==> config.mk <==
export PLATFORM = sky130hd
export DESIGN_NAME = msre_packer
export DESIGN_NICKNAME = d
export VERILOG_FILES = /design/src/hdl/msre_pkg.sv /design/src/hdl/msre_packer.sv
export SDC_FILE = /design/constraint.sdc
export NUM_CORES = 1
export LEC_CHECK = 0
export BUFFER_PORTS_ARGS = -buffer_cell sky130_fd_sc_hd__buf_4
export CORE_ASPECT_RATIO = 1.1
export CORE_MARGIN = 2
export CORE_UTILIZATION = 52
export DETAILED_ROUTE_END_ITERATION = 16
export PLACE_DENSITY = 0.76
export SYNTH_ARGS = -nofsm -noshare
export SYNTH_HDL_FRONTEND = slang
export SYNTH_SLANG_ARGS = --single-unit
==> constraint.sdc <==
create_clock -name clock -period 5 [get_ports clock]
set_input_delay 0.25 -clock clock [delete_from_list [all_inputs] [get_ports clock]]
set_output_delay 0.25 -clock clock [all_outputs]
set_load 0.01 [all_outputs]
==> src/hdl/msre_pkg.sv <==
// msre_pkg: shared types, codes and sizes of the modbus slave request engine
// used by msre_packer and modbus_slave_request_engine; depends on nothing
package msre_pkg;

   localparam int REGISTER_DEPTH  = 64;
   localparam int BIT_POINT_DEPTH = 512;
   localparam int FRAME_CAPACITY  = 256;
   localparam int MIN_FRAME_BYTES = 4;
   localparam int HDR_BYTES       = 6;

   localparam int HR_AW  = $clog2(REGISTER_DEPTH);
   localparam int BP_AW  = $clog2(BIT_POINT_DEPTH);
   localparam int BUF_AW = $clog2(FRAME_CAPACITY);
   localparam int LEN_W  = $clog2(FRAME_CAPACITY + 1);
   localparam int HDR_AW = $clog2(HDR_BYTES);

   localparam int REQ_DATA_W = 40;
   localparam int RSP_DATA_W = 104;
   localparam int RSP_USER_W = 5;

   // input opcodes
   localparam logic [1:0] OP_FRAME     = 2'd0;
   localparam logic [1:0] OP_REG_WRITE = 2'd1;
   localparam logic [1:0] OP_INPUT_SET = 2'd2;
   localparam logic [1:0] OP_READ      = 2'd3;

   // result status
   localparam logic [2:0] ST_RESPONSE = 3'd0;
   localparam logic [2:0] ST_DROPPED  = 3'd1;
   localparam logic [2:0] ST_DONE     = 3'd2;
   localparam logic [2:0] ST_REJECTED = 3'd3;
   localparam logic [2:0] ST_READ     = 3'd4;

   // change notice kinds
   localparam logic [1:0] KIND_NONE    = 2'd0;
   localparam logic [1:0] KIND_COILS   = 2'd1;
   localparam logic [1:0] KIND_HOLDING = 2'd2;

   // function codes
   localparam logic [7:0] FC_READ_INPUTS  = 8'd2;
   localparam logic [7:0] FC_READ_HOLDING = 8'd3;
   localparam logic [7:0] FC_WRITE_COIL   = 8'd5;
   localparam logic [7:0] FC_WRITE_COILS  = 8'd15;
   localparam logic [7:0] FC_WRITE_REGS   = 8'd16;
   localparam logic [7:0] FC_EXC_FLAG     = 8'h80;
   localparam logic [15:0] COIL_ON        = 16'hFF00;

   localparam logic [7:0] EXC_ILLEGAL_FUNCTION = 8'd1;
   localparam logic [7:0] EXC_ILLEGAL_ADDRESS  = 8'd2;

   // register indexes
   localparam logic [1:0] REG_UNIT_ID  = 2'd0;
   localparam logic [1:0] REG_DI_COUNT = 2'd1;
   localparam logic [1:0] REG_HR_COUNT = 2'd2;
   localparam logic [1:0] REG_CL_COUNT = 2'd3;

   typedef enum logic [4:0] {
      S_CLEAR, S_IDLE, S_LREAD, S_DECODE, S_DROP, S_EXC, S_RHDR,
      S_DI_RD, S_DI_ACC, S_DI_PUSH, S_HR_RD, S_HR_HI, S_HR_LO,
      S_SCOIL, S_WC_RD, S_WC_BYTE, S_WC_WR, S_WR_RDH, S_WR_RDL, S_WR_WR, S_ECHO
   } state_type;

   // one byte (or an empty result) handed to the packer
   typedef struct packed {
      logic        valid;
      logic        has_byte;
      logic [7:0]  data;
      logic        last;
      logic [2:0]  status;
      logic [1:0]  kind;
      logic [8:0]  start;
      logic [9:0]  count;
      logic        coil;
      logic [15:0] reg_value;
   } push_type;

endpackage

==> src/hdl/msre_packer.sv <==
// msre_packer: packs response bytes eight to a word behind an output register
// depends on msre_pkg
module msre_packer (
   input  logic                          clock,
   input  logic                          reset,
   input  msre_pkg::push_type            push,
   output logic                          push_ready,
   output logic                          rsp_tvalid,
   input  logic                          rsp_tready,
   // response_word, response_bytes, change_start, change_count, read_coil, read_register
   output logic [msre_pkg::RSP_DATA_W-1:0] rsp_tdata,
   output logic                          rsp_tlast,
   // status, change_kind
   output logic [msre_pkg::RSP_USER_W-1:0] rsp_tuser
);

   logic [63:0] acc_ff, acc_in;
   logic [3:0]  cnt_ff, cnt_in;
   logic        out_valid_ff, out_valid_in;
   logic [msre_pkg::RSP_DATA_W-1:0] out_data_ff, out_data_in;
   logic        out_last_ff, out_last_in;
   logic [msre_pkg::RSP_USER_W-1:0] out_user_ff, out_user_in;
   logic [63:0] word;
   logic [3:0]  nb;

   assign push_ready = !out_valid_ff || rsp_tready;

   always_comb begin
      acc_in       = acc_ff;
      cnt_in       = cnt_ff;
      out_valid_in = out_valid_ff && !rsp_tready;
      out_data_in  = out_data_ff;
      out_last_in  = out_last_ff;
      out_user_in  = out_user_ff;
      word         = acc_ff;
      nb           = cnt_ff;
      // first byte lands in the top lane
      for (int k = 0; k < 8; k++) begin
         if (push.has_byte && cnt_ff == 4'(k)) begin
            word[63-8*k -: 8] = push.data;
         end
      end
      if (push.has_byte) begin
         nb = cnt_ff + 4'd1;
      end
      if (push.valid) begin
         if (push.last || nb == 4'd8) begin
            out_valid_in = 1'b1;
            out_data_in  = {push.reg_value, push.coil, push.count, push.start, nb, word};
            out_last_in  = push.last;
            out_user_in  = {push.kind, push.status};
            acc_in       = '0;
            cnt_in       = '0;
         end else begin
            acc_in = word;
            cnt_in = nb;
         end
      end
   end

   always_ff @(posedge clock) begin
      if (reset) begin
         acc_ff       <= '0;
         cnt_ff       <= '0;
         out_valid_ff <= 1'b0;
      end else begin
         acc_ff       <= acc_in;
         cnt_ff       <= cnt_in;
         out_valid_ff <= out_valid_in;
      end
      out_data_ff <= out_data_in;
      out_last_ff <= out_last_in;
      out_user_ff <= out_user_in;
   end

   assign rsp_tvalid = out_valid_ff;
   assign rsp_tdata  = out_data_ff;
   assign rsp_tlast  = out_last_ff;
   assign rsp_tuser  = out_user_ff;

endmodule

## Yosys cells after proc, flatten, opt, wreduce, memory -nomap -nowiden

Cells that the tools add are included.

| storage, ports and cells | value |
|---|---|
| register bits after elaboration | 179 |
| input bits | 55 |
| output and inout bits | 112 |
| logic and storage cells | 43 |

| operators by class | value |
|---|---|
| add/subtract/negate cells | 1 |
| equality and inequality tests | 8 |
| mux-type cells | 13 |
| reductions and logical operators | 15 |

Operators by type and width:

| cell | number |
|---|---|
| 64-bit two-way mux | 1 |
| 8-bit two-way mux | 8 |
| 4-bit by 3-bit equality test with 1-bit output (second input constant) | 4 |
| 1-bit logical AND | 9 |
| 4-bit by 2-bit equality test with 1-bit output (second input constant) | 2 |
| 4-bit two-way mux | 2 |
| 4-bit by 1-bit adder with 4-bit output (second input constant) | 1 |
| 4-bit by 1-bit equality test with 1-bit output (second input constant) | 1 |
| 4-bit equality test (second input constant) | 1 |
| 4-bit zero test | 1 |
| 1-bit zero test | 2 |
| 1-bit logical OR | 2 |
| 1-bit two-way mux | 2 |
| 2-bit AND reduction | 1 |

## Longest topological paths before layout

| depth | value |
|---|---|
| depth in word-level cells | 6 |
| depth in mapped cells | 9 |

## Worst setup path before layout

Ideal clock, no wire load.

| timing path | value |
|---|---|
| path type | flip-flop to flip-flop |
| start | reg cnt_ff[0] |
| end | reg out_data_ff (netlist bit rsp_tdata[0]), enable pin |
| library setup time | 478 ps |
| data arrival time | 3665 ps |
| required time | 4522 ps |
| setup slack | 857 ps |
| stages on the path, launching flop included | 8 |
| buffers on the path | 1 |
| period minus slack after synthesis | 4143 ps |
| cells stage by stage | dfxtp_1 > clkbuf_2 > inv_1 > ha_1 > inv_1 > a41oi_1 > nor2_1 > o21a_1 |

| on the way | value |
|---|---|
| cells in the longest elaborated chain, start to end | 5 |

RTL lines:

| element | line | source |
|---|---|---|
| start: declaration | msre_packer.sv:18 | `logic [3:0] cnt_ff, cnt_in;` |
| start signal: assignment | msre_packer.sv:68 | `cnt_ff <= cnt_in;` |
| 4-bit by 1-bit adder with 4-bit output | msre_packer.sv:44 | `nb = cnt_ff + 4'd1;` |
| 4-bit two-way mux * | msre_packer.sv:43 | `if (push.has_byte) begin` |
| 4-bit equality test * | msre_packer.sv:47 | `if (push.last \|\| nb == 4'd8) begin` |
| 1-bit logical OR * | msre_packer.sv:47 |  |
| 2-bit AND reduction (no line) * | - |  |
| end signal: assignment | msre_packer.sv:71 | `out_data_ff <= out_data_in;` |
| end: declaration | msre_packer.sv:20 | `logic [msre_pkg::RSP_DATA_W-1:0] out_data_ff, out_data_in;` |

Mark *: on every way between the ends. The rest lies on a longest branch, timed or not.
A chain may end at the register's enable or synchronous reset.

## Final worst setup path

| timing path | value |
|---|---|
| start | reg cnt_ff[0] |
| end | reg out_data_ff (netlist bit rsp_tdata[20]), enable pin |

Same word-level chain as after synthesis.

==> impl_metrics.py <==
metrics = {
    "synth": {
        "synth_largest_area_cell": "edfxtp_1",
        "ys_types": 28,
        "post-synth-top-count-cell": "edfxtp_1",
        "synth_top_area_share_pct": 51.02,
        "syn_nets": 440,
        "seq_area_frac_synth_pct": 72.36,
        "synth_cells": 381,
        "yosysWarnings": 0,
        "synth_commonest_cells": "edfxtp_1, dfxtp_1, a22o_1",
        "mappedNetlistArea_mm2": 0.006474,
        "async_reset_ff_share_pct": 0,
        "syn_area_per_cell_um2": 16.99,
        "synth_area_leaders": "edfxtp_1, dfxtp_1, mux2_2, a22o_1, buf_6",
        "ys_ff_latch": 179,
        "ys.flop_type": "edfxtp_1",
        "synth-edff-count": 110,
    },
    "die": {
        "coreArea_mm2": 0.01209,
        "die_h_um": 121.0,
        "initial_core_util_pct": 53.56,
        "dieArea_mm2": 0.01336,
        "ios": 167,
        "die_w_um": 110.4,
        "fp-row-count": 42,
    },
    "hold_path": {
        "min_path_cells": 1,
        "min_path_type": "in2reg",
        "hold_start": "push[29]",
    },
    "setup_path": {
        "startpoint": "cnt_ff[0]",
        "critical_path_arrival_ns": 2.92,
        "worstSetupPathType": "reg2reg",
        "r2r_cells": 7,
        "worstPathRequired_ns": 5.08,
        "crit_path_max_fanout": 54,
        "startpoint_type": "register",
        "r2r_start": "cnt_ff[0]",
        "critPathCaptureType": "register",
    },
    "layout": {
        "final_layout_size_suffix_gt1_share_pct": 45.44,
        "syn2layout_area_growth_pct": 35.31,
        "diodes": 0,
        "fillers": 755,
        "nets": 649,
    },
    "clock_network": {
        "post_cts_resized": 0,
        "cts_setup_buffers": 0,
        "holdBufCountCts": 39,
        "cts.sinks": 179,
        "clk_pin_slew_ns": 0.06,
        "h-tree-depth": 4,
        "cts_tree": "done",
        "ctsRootBufferMaster": "clkbuf_16",
        "numCtsBuffers": 17,
        "insertion_delay_ns": 0.42,
        "cts_buffer_depth": 2,
    },
    "sta": {
        "setup_slack_ns": 2.155,
        "relSlewSlack_pct": 43.48,
        "maxSlewViolCount": 0,
        "finClkSkew_ns": 0.01130,
        "period_minus_slack_ns": 2.845,
        "rsz0062_at_grt": "no",
        "tightest_slew_ns": 0.8432,
        "fin_crit_sh_pct": 56.90,
        "fin_tns_setup_ns": 0,
        "finalSetupViolCount": 0,
        "finalHoldViolCount": 0,
        "fmax_mhz": 351.5,
    },
    "drt": {
        "vias": 4127,
        "drtIter0Drc": 285,
        "totalWireLength_um": 15790,
        "ant_nets": 0,
        "wl_per_cell_um": 20.86,
        "viasPerCell": 5.452,
        "drc": 0,
        "detail_route.first_pass.iterations": 4,
    },
    "power": {
        "p_leak_nw": 3.550,
        "swShare_pct": 22.80,
        "pwr-share-comb_pct": 7.3,
        "internal_power_mw": 2.365,
        "vdd_ir_drop_max_mv": 0.1797,
        "p_sw_mw": 0.6984,
        "seqPwrFrac_pct": 53.2,
        "p_clk_share_pct": 39.5,
        "p_per_area_mw_per_mm2": 349.8,
    },
    "placed_design": {
        "dp_hpwl_um": 9549,
        "portBuffers": 166,
        "place_congestion": 0.7680,
        "place_worst_setup_slack_ns": 2.170,
    },
    "global_routing": {
        "grt_overflow_total": 0,
        "grtUsageTotal_pct": 23.45,
        "grt_pass1_wl_um": 22980,
        "grt_max_degree": 55,
        "grt_antenna_before_repair": 0,
        "first_global_vias": 4174,
    },
    "run": {
        "maxCapViolCount": 0,
    },
    "status": {
        "run_status": "finished, final reports clean",
    },
}
## metrics by stage
step                cell area (um2)  hold WS [ns]  util [%]  power [mW]  cells
floorplan                      6474        0.3191         -       1.735    381
global placement               7825        0.4287     64.74       1.851    685
detailed placement             7825        0.4296     64.74       1.857    685
CTS                            8750     0.0001412     72.39       3.073    756
global route                   8760       0.01795     72.47       3.158    757
finish                         8760       0.03982     72.47       3.064    757
## area by class of cell
class | instances | area [um2] | area share [%]
Sequential cell | 179 | 4684 | 53.48
Timing Repair Buffer | 210 | 1677 | 19.14
Multi-Input combinational cell | 177 | 1653 | 18.87
Clock buffer | 19 | 432.9 | 4.942
Tap cell | 154 | 192.7 | 2.200
Clock inverter | 13 | 101.3 | 1.157
Inverter | 5 | 18.77 | 0.2143
## cell usage in the layout, fill, tap and decap left out, types with 3 or more instances in the layout
| cell | netlist | routed |
|---|---|---|
| nor2_1 | 4 | 3 |
| ha_1 | 4 | 4 |
| a21oi_1 | 3 | 3 |
| inv_6 | 0 | 3 |
| dlygate4sd3_1 | 0 | 40 |
| nand2_1 | 7 | 7 |
| nand2b_1 | 4 | 4 |
| nand3_2 | 4 | 4 |
| o21ai_0 | 4 | 4 |
| buf_4 | 2 | 170 |
| a22o_1 | 65 | 65 |
| clkinvlp_4 | 0 | 5 |
| dfxtp_1 | 69 | 69 |
| edfxtp_1 | 110 | 110 |
| mux2_2 | 64 | 64 |
| clkbuf_16 | 0 | 17 |
| nor3_2 | 3 | 3 |
| inv_1 | 5 | 5 |
## cells by family (layout without fill, tap and decap cells)
logic type,after synthesis,count (layout),synth area share (%)
AO/OA/AOI/OAI,76,76,9.818
flip-flops,179,179,72.36
adder cells (fa/ha/maj),4,4,0.7731
multiplexers,64,64,11.13
XOR/XNOR,4,4,0.5413
AND/OR/NAND/NOR,29,29,3.015
buffers and inverters,25,247,2.358
## critical path, cell delays in order, from the launching register on
cell     delay (ns)
dfxtp_1        0.49
inv_1          0.11
ha_1           0.32
inv_1          0.06
a41oi_1        0.14
nor2_1         0.21
o21a_4         0.64
buf_4          0.49
## final timing paths
path                   endpoint  slack, ns
setup / recovery  rsp_tdata[20]       2.15
hold / removal    rsp_tdata[70]       0.04
setup reg to reg  rsp_tdata[20]       2.15
hold reg to reg       acc_ff[6]       0.47
## power by group through the flow
stage | Combinational, mW | Sequential (mW) | Clock, mW
floorplan | 0.0516 | 1.68 | 0
global placement | 0.191 | 1.66 | 0
detailed placement | 0.195 | 1.66 | 0
CTS | 0.221 | 1.63 | 1.22
global route | 0.239 | 1.63 | 1.29
finish | 0.224 | 1.63 | 1.21
## flip-flops by register name, summed over array words and instances, names as in the netlist
register / flops
acc_ff: 64
cnt_ff: 4
rsp_tdata: 104
rsp_tlast: 1
rsp_tuser: 5
rsp_tvalid: 1
## routing by layer
metal  vias to the layer above  track usage, %  wire length, um
li1                       1896               -                -
met2                       176           37.73             7764
met3                        24           7.573             1262
met1                      2031           29.96             6518
met4                         0           7.734              244
met5                         -               0                0
Power figures use the tool's default switching activity.
